### src/rtl/core/isospi_read_session_checker_top_macros.svh
// assertion macros for the isospi read-session checker
// used by isospi_read_session_checker_top; no other dependencies
`ifndef ISOSPI_READ_SESSION_CHECKER_TOP_MACROS_SVH
`define ISOSPI_READ_SESSION_CHECKER_TOP_MACROS_SVH

// same-cycle implication, disabled while reset is held
`define ISRC_ASSERT_NOW(lbl, clk, rst_n, ante, cons, msg) \
    lbl: assert property (@(posedge clk) disable iff (!rst_n) (ante) |-> (cons)) \
        else $error(msg);

// next-cycle implication, disabled while reset is held
`define ISRC_ASSERT_NEXT(lbl, clk, rst_n, ante, cons, msg) \
    lbl: assert property (@(posedge clk) disable iff (!rst_n) (ante) |=> (cons)) \
        else $error(msg);

`endif

### src/rtl/core/isrc_pkg.sv
// shared types, constants and pec functions for the isospi read-session checker
// no dependencies
`default_nettype none

package isrc_pkg;

    typedef enum logic [2:0] {
        ST_OK       = 3'd0,
        ST_IO       = 3'd1,
        ST_CLOCK    = 3'd2,
        ST_EXPIRED  = 3'd3,
        ST_PEC      = 3'd4,
        ST_COUNTER  = 3'd5,
        ST_IDENTITY = 3'd6
    } t_status;

    localparam logic        OP_WAKE      = 1'b0;
    localparam logic        OP_READ      = 1'b1;
    localparam logic        KIND_SID     = 1'b0;
    localparam logic [7:0]  OPC_SID      = 8'h2C;
    localparam logic [7:0]  OPC_CFGA     = 8'h02;
    localparam logic [5:0]  SID_IDENT    = 6'd3;
    localparam logic [23:0] GUARD_RESET  = 24'd4000;
    localparam logic [15:0] PEC15_SEED   = 16'h0010;
    localparam logic [15:0] PEC15_POLY   = 16'h4599;
    localparam logic [15:0] PEC10_SEED   = 16'h0010;
    localparam logic [15:0] PEC10_POLY   = 16'h008F;

    typedef struct packed {
        logic        session_ok;
        logic [63:0] last_time_us;
        logic [5:0]  last_counter;
        logic        counter_known;
    } t_state;

    typedef struct packed {
        logic        op;
        logic        cold;
        logic        kind;
        logic        guarded;
        logic [1:0]  io_fail;
        logic [2:0]  clock_fail;
        logic [63:0] time_first_us;
        logic [63:0] time_wake_us;
        logic [63:0] time_after_us;
        logic [63:0] rx_frame;
    } t_item;

    typedef struct packed {
        t_status     status;
        logic [31:0] command_word;
        logic [47:0] sample_data;
        logic [5:0]  sample_counter;
        logic        sample_valid;
    } t_result;

    localparam t_state STATE_CLEAR = '{session_ok: 1'b0, last_time_us: 64'd0,
                                       last_counter: 6'd0, counter_known: 1'b0};

    // pec15 over the bytes 0x00 and opcode, shifted left by one
    function automatic logic [15:0] crc15_cmd(input logic [7:0] opcode);
        logic [15:0] r;
        logic [7:0]  byte_v;
        r = PEC15_SEED;
        for (int i = 0; i < 2; i++) begin
            byte_v = (i == 0) ? 8'h00 : opcode;
            r = r ^ ({8'h00, byte_v} << 7);
            for (int b = 0; b < 8; b++) begin
                r = (r << 1) ^ (r[14] ? PEC15_POLY : 16'h0000);
            end
        end
        return {r[14:0], 1'b0};
    endfunction

    // pec10 over response bytes 0..5, then the 6-bit counter
    function automatic logic [9:0] crc10_resp(input logic [63:0] frame,
                                              input logic [5:0]  counter);
        logic [15:0] r;
        logic [7:0]  byte_v;
        r = PEC10_SEED;
        for (int i = 0; i < 6; i++) begin
            byte_v = frame[63 - 8 * i -: 8];
            r = r ^ ({8'h00, byte_v} << 2);
            for (int b = 0; b < 8; b++) begin
                r = (r << 1) ^ (r[9] ? PEC10_POLY : 16'h0000);
            end
        end
        r = r ^ {6'd0, counter, 4'd0};
        for (int b = 0; b < 6; b++) begin
            r = (r << 1) ^ (r[9] ? PEC10_POLY : 16'h0000);
        end
        return r[9:0];
    endfunction

endpackage

`default_nettype wire

### src/rtl/core/isrc_step.sv
// transaction evaluation: guard check, command build, pec10, counter and identity checks
// depends on isrc_pkg
`default_nettype none

module isrc_step (
    input  wire isrc_pkg::t_item   i_item,
    input  wire isrc_pkg::t_state  i_state,
    input  wire [23:0]             i_guard_us,
    output isrc_pkg::t_state       o_state,
    output isrc_pkg::t_result      o_result
);
    import isrc_pkg::*;

    logic [64:0] age;
    logic        expired;
    logic [7:0]  opcode;
    logic [31:0] cmd;
    logic [5:0]  rx_counter;
    logic        pec_bad;
    logic        ident_bad;

    assign age        = {1'b0, i_item.time_first_us} - {1'b0, i_state.last_time_us};
    // borrow out means time went backwards
    assign expired    = !i_state.session_ok || age[64] ||
                        (age[63:0] >= {40'd0, i_guard_us});
    assign opcode     = (i_item.kind == KIND_SID) ? OPC_SID : OPC_CFGA;
    assign cmd        = {8'h00, opcode, crc15_cmd(opcode)};
    assign rx_counter = i_item.rx_frame[15:10];
    assign pec_bad    = i_item.rx_frame[9:0] != crc10_resp(i_item.rx_frame, rx_counter);
    assign ident_bad  = (i_item.kind == KIND_SID) && (i_item.rx_frame[54:49] != SID_IDENT);

    always_comb begin
        t_state  cur;
        logic    stop;
        logic    mismatch;
        cur      = i_state;
        stop     = 1'b0;
        mismatch = 1'b0;
        o_result = '{status: ST_OK, command_word: 32'd0, sample_data: 48'd0,
                     sample_counter: 6'd0, sample_valid: 1'b0};
        if (i_item.op == OP_WAKE) begin
            cur = STATE_CLEAR;
            if (i_item.io_fail[0]) begin
                o_result.status = ST_IO;
            end else if (i_item.clock_fail[1]) begin
                o_result.status = ST_CLOCK;
            end else begin
                cur.last_time_us = i_item.time_wake_us;
                cur.session_ok   = !i_item.cold;
            end
        end else if (i_item.clock_fail[0]) begin
            cur             = STATE_CLEAR;
            o_result.status = ST_CLOCK;
        end else begin
            if (expired) begin
                cur = STATE_CLEAR;
                if (i_item.guarded) begin
                    o_result.status = ST_EXPIRED;
                    stop            = 1'b1;
                end else if (i_item.io_fail[0]) begin
                    o_result.status = ST_IO;
                    stop            = 1'b1;
                end else if (i_item.clock_fail[1]) begin
                    o_result.status = ST_CLOCK;
                    stop            = 1'b1;
                end else begin
                    // warm re-wake of the link
                    cur.last_time_us = i_item.time_wake_us;
                    cur.session_ok   = 1'b1;
                end
            end
            if (!stop) begin
                o_result.command_word = cmd;
                if (i_item.io_fail[1]) begin
                    cur             = STATE_CLEAR;
                    o_result.status = ST_IO;
                end else if (i_item.clock_fail[2] ||
                             (i_item.time_after_us < cur.last_time_us)) begin
                    cur             = STATE_CLEAR;
                    o_result.status = ST_CLOCK;
                end else if (pec_bad) begin
                    cur             = STATE_CLEAR;
                    o_result.status = ST_PEC;
                end else begin
                    mismatch          = cur.counter_known && (cur.last_counter != rx_counter);
                    cur.last_time_us  = i_item.time_after_us;
                    cur.last_counter  = rx_counter;
                    cur.counter_known = 1'b1;
                    if (mismatch) begin
                        o_result.status = ST_COUNTER;
                    end else if (ident_bad) begin
                        o_result.status = ST_IDENTITY;
                    end else begin
                        o_result.sample_data    = i_item.rx_frame[63:16];
                        o_result.sample_counter = rx_counter;
                        o_result.sample_valid   = 1'b1;
                    end
                end
            end
        end
        o_state = cur;
    end

endmodule

`default_nettype wire

### src/rtl/core/isospi_read_session_checker_top.sv
// isospi read-session checker: top level with item register, session state and result register
// depends on isrc_pkg, isrc_step and isospi_read_session_checker_top_macros.svh
//
// usage
//   input channel: i_in_valid / o_in_stall, one wake or read transaction per item with
//   the callback outcomes (fail flags, three timestamps, received 8-byte frame)
//   output channel: o_out_valid / i_out_stall, one result item per input item
//   config: i_cfg_we / i_cfg_data writes the 24-bit guard time in microseconds
//   order: the item register loads at the accepting edge and the result register when
//   the item advances, which a stalled result ahead of it can hold back; the session
//   state is updated at the same edge as the result register, so the next item sees it
//   throughput: one item per cycle while the output is not stalled; the limit is the
//   single pass from item to result register (65-bit age subtract and 64-bit compare)
//   stall: while a result waits, one further item is held in the item register and
//   o_in_stall rises only when that register is also full
//   reset: synchronous, active low; the session is invalid, last time and counter
//   are zero, the guard returns to 4000 us and both registers are empty
`default_nettype none

module isospi_read_session_checker_top (
    input  wire         i_clk,
    input  wire         i_rst_n,
    input  wire         i_cfg_we,
    input  wire  [23:0] i_cfg_data,
    input  wire         i_in_valid,
    output logic        o_in_stall,
    input  wire         i_op,
    input  wire         i_cold,
    input  wire         i_kind,
    input  wire         i_guarded,
    input  wire  [1:0]  i_io_fail,
    input  wire  [2:0]  i_clock_fail,
    input  wire  [63:0] i_time_first_us,
    input  wire  [63:0] i_time_wake_us,
    input  wire  [63:0] i_time_after_us,
    input  wire  [63:0] i_rx_frame,
    output logic        o_out_valid,
    input  wire         i_out_stall,
    output logic [2:0]  o_status,
    output logic [31:0] o_command_word,
    output logic [47:0] o_sample_data,
    output logic [5:0]  o_sample_counter,
    output logic        o_sample_valid
);
    import isrc_pkg::*;

    logic    r_in_valid;
    t_item   r_item;
    t_state  r_state;
    t_state  n_state;
    logic    r_out_valid;
    t_result r_result;
    t_result n_result;
    logic    [23:0] r_guard_us;
    logic    advance;
    logic    in_accept;

    assign advance    = r_in_valid && (!r_out_valid || !i_out_stall);
    assign o_in_stall = r_in_valid && !advance;
    assign in_accept  = i_in_valid && !o_in_stall;

    isrc_step u_step (
        .i_item     (r_item),
        .i_state    (r_state),
        .i_guard_us (r_guard_us),
        .o_state    (n_state),
        .o_result   (n_result)
    );

    always_ff @(posedge i_clk) begin
        if (!i_rst_n) begin
            r_guard_us <= GUARD_RESET;
        end else if (i_cfg_we) begin
            r_guard_us <= i_cfg_data;
        end
    end

    always_ff @(posedge i_clk) begin
        if (!i_rst_n) begin
            r_in_valid <= 1'b0;
        end else if (in_accept) begin
            r_in_valid <= 1'b1;
        end else if (advance) begin
            r_in_valid <= 1'b0;
        end
    end

    always_ff @(posedge i_clk) begin
        if (in_accept) begin
            r_item <= '{op: i_op, cold: i_cold, kind: i_kind, guarded: i_guarded,
                        io_fail: i_io_fail, clock_fail: i_clock_fail,
                        time_first_us: i_time_first_us, time_wake_us: i_time_wake_us,
                        time_after_us: i_time_after_us, rx_frame: i_rx_frame};
        end
    end

    always_ff @(posedge i_clk) begin
        if (!i_rst_n) begin
            r_state <= STATE_CLEAR;
        end else if (advance) begin
            r_state <= n_state;
        end
    end

    always_ff @(posedge i_clk) begin
        if (!i_rst_n) begin
            r_out_valid <= 1'b0;
        end else if (advance) begin
            r_out_valid <= 1'b1;
        end else if (!i_out_stall) begin
            r_out_valid <= 1'b0;
        end
    end

    always_ff @(posedge i_clk) begin
        if (advance) begin
            r_result <= n_result;
        end
    end

    assign o_out_valid      = r_out_valid;
    assign o_status         = r_result.status;
    assign o_command_word   = r_result.command_word;
    assign o_sample_data    = r_result.sample_data;
    assign o_sample_counter = r_result.sample_counter;
    assign o_sample_valid   = r_result.sample_valid;

`include "isospi_read_session_checker_top_macros.svh"

    `ISRC_ASSERT_NOW(a_sample_ok, i_clk, i_rst_n, o_out_valid && o_sample_valid,
        o_status == ST_OK, "sample valid without ok status")
    `ISRC_ASSERT_NOW(a_sample_zero, i_clk, i_rst_n, o_out_valid && !o_sample_valid,
        (o_sample_data == 48'd0) && (o_sample_counter == 6'd0), "sample fields not cleared")
    `ISRC_ASSERT_NOW(a_expired_nocmd, i_clk, i_rst_n, o_out_valid && (o_status == ST_EXPIRED),
        o_command_word == 32'd0, "command built on expired session")
    `ISRC_ASSERT_NEXT(a_held_item, i_clk, i_rst_n, r_in_valid && r_out_valid && i_out_stall,
        r_in_valid && r_out_valid, "item lost while output stalled")

endmodule

`default_nettype wire

### config.mk
export PLATFORM = sky130hd
export DESIGN_NAME = isospi_read_session_checker_top
export DESIGN_NICKNAME = d
export VERILOG_FILES = /design/src/rtl/core/isrc_pkg.sv /design/src/rtl/core/isrc_step.sv /design/src/rtl/core/isospi_read_session_checker_top.sv
export VERILOG_INCLUDE_DIRS = /design/src /design/src/rtl/core
export SDC_FILE = /design/constraint.sdc
export NUM_CORES = 1
export LEC_CHECK = 0
export ABC_AREA = 1
export BUFFER_PORTS_ARGS = -buffer_cell sky130_fd_sc_hd__buf_2
export CORE_ASPECT_RATIO = 0.6
export CORE_MARGIN = 2
export CORE_UTILIZATION = 35
export CTS_CLUSTER_DIAMETER = 150
export CTS_CLUSTER_SIZE = 20
export DETAILED_ROUTE_END_ITERATION = 8
export PLACE_DENSITY = 0.61
export REMOVE_ABC_BUFFERS = 1
export SETUP_SLACK_MARGIN = 0.4
export SLEW_MARGIN = 10
export SYNTH_ARGS = -nofsm -noshare
export SYNTH_HDL_FRONTEND = slang
export SYNTH_SLANG_ARGS = --single-unit
### constraint.sdc
create_clock -name i_clk -period 8.41 [get_ports i_clk]
set_clock_uncertainty 0.1 [all_clocks]
set_input_delay 1.2615 -clock i_clk [delete_from_list [all_inputs] [get_ports i_clk]]
set_output_delay 1.2615 -clock i_clk [all_outputs]
set_load 0.02 [all_outputs]
**Word-level counts from Yosys, hierarchy flattened**

Index checks and enable logic that the tools add are counted.

- Reductions and logical operators: 20
- Order comparisons: 2
- Muxes and demuxes: 105
- $add $sub $neg: 1
- Bitwise logic cells: 72
- Equality and inequality tests: 4

Operator list:

| kind | number |
|---|---|
| 72-bit two-way mux | 8 |
| 10-bit by 8-bit XOR with 10-bit output | 47 |
| 8-bit two-way mux | 54 |
| 65-bit two-way mux | 5 |
| 55-bit two-way mux | 5 |
| 10-bit XOR | 13 |
| 15-bit two-way mux | 8 |
| 15-bit XOR | 7 |
| 90-bit two-way mux | 1 |
| 71-bit two-way mux | 1 |
| 64-bit by 64-bit subtractor with 65-bit output | 1 |
| 64-bit by 24-bit >= comparator with 1-bit output | 1 |
| 64-bit less-than comparator | 1 |
| 3-bit two-way mux | 7 |
| 14-bit by 15-bit XOR with 15-bit output | 1 |
| 1-bit two-way mux | 11 |
| 10-bit inequality test | 1 |
| 2-bit two-way mux | 4 |
| 8-bit OR reduction | 1 |
| 7-bit OR reduction | 1 |
| 1-bit logical NOT | 6 |
| 6-bit two-way mux | 1 |
| 6-bit by 2-bit inequality test with 1-bit output, second input constant | 1 |
| 6-bit inequality test | 1 |
| 7 further kinds | 17 |

- Input bits: 294
- Output and inout bits: 92
- Register bits: 453
- Logic and storage cells: 227

**Logic depth before layout (Yosys ltp)**

- Word-level depth: 121
- Gate-level depth with buffers: 59
- Mapped depth without buffers: 56

**Hierarchy**

From an unflattened synthesis, not the netlist that was laid out.

- Cell total of the unflattened synthesis: 3692
- Area total of the unflattened synthesis: 29909.9 um^2

Modules (own cells, without submodules):

| module | instances | area each (um^2) | sequential area each (um^2) | cells an instance |
|---|---|---|---|---|
| isrc_step | 1 | 15149.5 | 0.0 | 2749 |
| isospi_read_session_checker_top | 1 | 14760.4 | 12622.1 | 943 |

**Worst setup path after synthesis**

No wires, ideal clock.

- Path kind: input port to flip-flop
- From: in i_out_stall
- To: reg r_item[0] (netlist bit), enable pin
- Data arrival time: 6.717 ns
- Library setup time: 0.616 ns
- Cell stages on the path: 5
- Path buffers: 0
- Setup slack: 0.977 ns
- Data required time: 7.694 ns
- Cells stage by stage: nand2_1 nor2_1 inv_1 nand2_1 inv_1

- Word-level cells in the longest chain between the ends: 7

RTL lines:

| item | RTL line | source |
|---|---|---|
| start, declared | isospi_read_session_checker_top.sv:38 | `input wire i_out_stall,` |
| 1-bit logical NOT | n/a |  |
| 1-bit logical OR | isospi_read_session_checker_top.sv:58 | `assign advance = r_in_valid && (!r_out_valid \|\| !i_out_stall);` |
| 1-bit logical AND | isospi_read_session_checker_top.sv:58 |  |
| 1-bit logical NOT | isospi_read_session_checker_top.sv:59 | `assign o_in_stall = r_in_valid && !advance;` |
| 1-bit logical AND | isospi_read_session_checker_top.sv:59 |  |
| named net o_in_stall | isospi_read_session_checker_top.sv:26 | `output logic o_in_stall,` |
| 1-bit logical NOT | isospi_read_session_checker_top.sv:60 | `assign in_accept = i_in_valid && !o_in_stall;` |
| 1-bit logical AND | isospi_read_session_checker_top.sv:60 |  |
| named net in_accept | isospi_read_session_checker_top.sv:56 | `logic in_accept;` |
| end signal, assigned | isospi_read_session_checker_top.sv:90 | `r_item <= '{op: i_op, cold: i_cold, kind: i_kind, guarded: i_guarded,` |
| end, declared | isospi_read_session_checker_top.sv:48 | `t_item r_item;` |

The timed path passes the listed nets, and every way through them passes these cells.
A chain may end at the register's enable or synchronous reset.

**Final worst setup path**

- From: reg r_item[192] (netlist bit)
- To: reg r_state[51] (netlist bit)

- Word-level cells in the longest chain between the ends: 13
- Elaborated cells on any way between the ends: 17
- Those cells by class: 1 x add/sub; 2 x order compare; 11 x mux; 3 x reduce/logical

RTL lines:

| item | RTL line | source |
|---|---|---|
| 64-bit by 64-bit subtractor with 65-bit output * | isrc_step.sv:22 | `assign age = {1'b0, i_item.time_first_us} - {1'b0, i_state.last_time_us};` |
| 64-bit by 24-bit >= comparator with 1-bit output or 1-bit logical OR (tied branches) | isrc_step.sv:25, isrc_step.sv:24 |  |
| 1-bit logical OR * | isrc_step.sv:24 | `assign expired = !i_state.session_ok \|\| age[64] \|\|` |
| 72-bit two-way mux | isrc_step.sv:55 | `if (expired) begin` |
| 72-bit two-way mux | isrc_step.sv:51 | `end else if (i_item.clock_fail[0]) begin` |
| 72-bit two-way mux | isrc_step.sv:41 | `if (i_item.op == OP_WAKE) begin` |
| 64-bit less-than comparator | isrc_step.sv:78 | `(i_item.time_after_us < cur.last_time_us)) begin` |
| 1-bit logical OR | isrc_step.sv:77 | `end else if (i_item.clock_fail[2] \|\|` |
| 72-bit two-way mux | isrc_step.sv:77 |  |
| 72-bit two-way mux | isrc_step.sv:74 | `if (i_item.io_fail[1]) begin` |
| 72-bit two-way mux * | isrc_step.sv:72 | `if (!stop) begin` |
| 72-bit two-way mux * | isrc_step.sv:51 |  |
| 72-bit two-way mux * | isrc_step.sv:41 |  |
| end signal, assigned | isospi_read_session_checker_top.sv:101 | `r_state <= n_state;` |
| end, declared | isospi_read_session_checker_top.sv:49 | `t_state r_state;` |

Every way passes the cells marked *; elsewhere a longest branch is shown, timed or not. The select of a mux whose other input is x is not followed.

==> metrics.cfg <==
[outcome]
status=complete, no violations

[placement]
dpl.hpwl_um=64500
finalWeightedCongestion=0.928
port_buffers=367
pre_cts_ws_ns=0.606

[setup_path]
slowest_delay_ns=0.37
r2r_cells=42
path_buf_inv=9
crit_arrival_ns=7.84
cp_slowest_cell=edfxtp_1
path_delay_family=compound AO/OA/AOI/OAI gates
path_class=register to register
cp_max_fo=81
path_depth=42
required_ns=8.85
startpoint_type=register
crit_path_end_kind=register
crit_path_frequent_cell=a21oi_1

[yosys]
yosys-top-cells-count=nand2_1 (846), inv_1 (380), nand3_1 (367)
postSynthCellCount=3320
ys.flop_type=edfxtp_1
ys_async_sr_fraction_pct=0
synth-seq-cells=424
yosysWarningCount=0
ys_types=53
yosysSeqAreaShare_pct=43.9
avgSynthCellArea_sq_um=8.07
synth_top_cell_area_share_pct=36.6
yosys.area.top_type=edfxtp_1
synthTopCellsByArea=edfxtp_1 (37%), nand2_1 (12%), dfxtp_1 (7.3%), ha_1 (7.1%), nand3_1 (6.9%)
syn_area_sq_um=26800
synth_edf_count=326
yosysMostFrequentCell=nand2_1

[floorplan]
initial_core_util_pct=35.4
ios=386
num_rows=78
dieHeight_um=218
die_w_um=361
die_area_sq_um=78800
core_sq_um=75600

[routing]
dr.first_iter.drc_count=2480
vias_per_cell=5.18
final_antenna_net_count=0
wl_per_cell_um=18.2
firstDrtPassIters=5
vias=24000
drt_wl_total_um=84500
route.detailed.drc=0

[timing]
post-route-min-period_ns=7.40
fin_ws_ns=1.01
max_slew_margin_pct=27.7
setup_viol=0
slew_viol_final=0
rsz0062_at_grt=false
worstMarginPinSlew_ns=1.08
timing.final.crit_share_pct=88.0
hold_viol=0
fmax_ghz=0.135

[flow_run]
max_cap_violations=0

[global_route]
grt_pass1_vias=21600
grt_overflow=0
grt_max_degree=131
antenna_found_initial=5
grt_usage_pct=20.7
grt_pass1_wl_um=127000

[cts]
cts.sink_count=424
numCtsBuffers=25
hold_buffers=0
cts.path.max_buffers=3
htree_levels=1
clk_pin_slew_ns=0.11
cts_tree=built
clock_tree.root_cell=clkbuf_16
clkLatencyLatePin_ns=0.64

[finish]
drive_gt1_share_pct=16.4
final_nets=4067
synthToLayoutAreaGrowth_pct=13.1

[min_path]
min_path_type=register to register
holdPathStages=2

layer usage:
| metal | part of all wire, % | global-route usage (%) | vias up |
|---|---|---|---|
| met3 | 9.5 | 5.29 | 61 |
| met2 | 39 | 28.2 | 952 |
| met1 | 50 | 32.4 | 11200 |
| met5 | 0 | 0 | - |
| li1 | - | - | 11800 |
| met4 | 1.5 | 3.67 | 0 |
stage by stage:
step | setup TNS (ns) | instance area [sq um] | util (%) | std cells | hold slack, ns
detailed placement | 0 | 29500 | 39.0 | 4594 | 0.357
global route | 0 | 30300 | 40.0 | 4643 | 0.398
finish | 0 | 30300 | 40.0 | 4643 | 0.372
global placement | 0 | 29500 | 39.0 | 4594 | 0.353
floorplan | -165.75 | 26100 | - | 3203 | 0.339
CTS | 0 | 30200 | 40.0 | 4640 | 0.374
final timing paths:
kind	startpoint	slack, ns	endpoint
worst max-delay path	r_item[192]	1.01	r_state[51]
worst min-delay path	r_guard_us[23]	0.37	r_guard_us[23]
worst max register to register	r_item[192]	1.01	r_state[51]
worst min register to register	r_guard_us[23]	0.37	r_guard_us[23]
repair_timing:
item | 4_1_cts | 5_1_grt
setup buffers | 0 | 0
setup endpoints to repair | 0 | 130
resized for setup | 0 | 11
state kept, by name (all words and copies together), names as in the netlist:
signal            flops
o_sample_valid        1
o_command_word        3
o_out_valid           1
o_sample_data        48
r_item              265
r_guard_us           24
r_in_valid            1
o_sample_counter      6
r_state              72
o_status              3
tightest hold or removal path: stages (launching register included):
cell	delay, ns
dfxtp_1	0.31
inv_1	0.06
a21oi_1	0.06
layout make-up:
type | instances | area [sq um]
clock inverters | 2 | 36.3
inverters | 399 | 1510
repair buffers | 391 | 2100
multi-input cells | 2380 | 12900
well taps | 1000 | 1250
diodes | 3 | 7.51
fillers | 7649 | 45400
flip-flops and latches | 424 | 11800
clock buffers | 44 | 697
cell usage in the layout, fill, tap and decap left out, types with 3 or more instances in the layout:
cell type / Yosys / final
buf_4: 32 / 17
a31oi_1: 23 / 23
nor3b_1: 6 / 6
nor4_1: 7 / 6
clkbuf_16: 0 / 25
nand3_2: 12 / 12
clkbuf_1: 72 / 19
ha_1: 151 / 151
nor2_1: 118 / 115
nand4_1: 85 / 85
conb_1: 1 / 18
inv_1: 380 / 377
nand2_2: 72 / 73
or2_2: 9 / 9
nor3_1: 24 / 22
inv_2: 16 / 18
nand3_1: 367 / 367
edfxtp_1: 326 / 326
buf_2: 13 / 367
o21bai_1: 5 / 5
a221oi_1: 4 / 4
a21oi_1: 243 / 242
nand2_4: 9 / 10
xor2_1: 49 / 49
nor2_4: 1 / 4
buf_12: 0 / 6
o21ai_0: 210 / 208
dfxtp_1: 98 / 98
nand2_1: 846 / 844
nand3b_1: 4 / 4
diode_2: 0 / 3
o21a_1: 7 / 7
a211oi_1: 8 / 8
xnor2_1: 25 / 25
o221ai_1: 5 / 5
o211ai_1: 6 / 6
nor3_2: 40 / 41
a21o_1: 4 / 4
cell families (layout without fill, tap and decap cells):
logic type               Yosys count  count (layout)  share of synthesized area (%)
AND/OR/NAND/NOR                 1610            1610                           27.8
XOR/XNOR                          74              74                           2.42
buffers and inverters            533             836                           8.31
AO/OA/AOI/OAI                    526             526                           10.5
adder cells (fa/ha/maj)          152             152                           7.13
other                              1              21                         0.0140
flip-flops                       424             424                           43.9
Power is left out: the tool's default activity adds up to more than one toggle a clock period on the data nets, which glitch-free logic cannot reach.
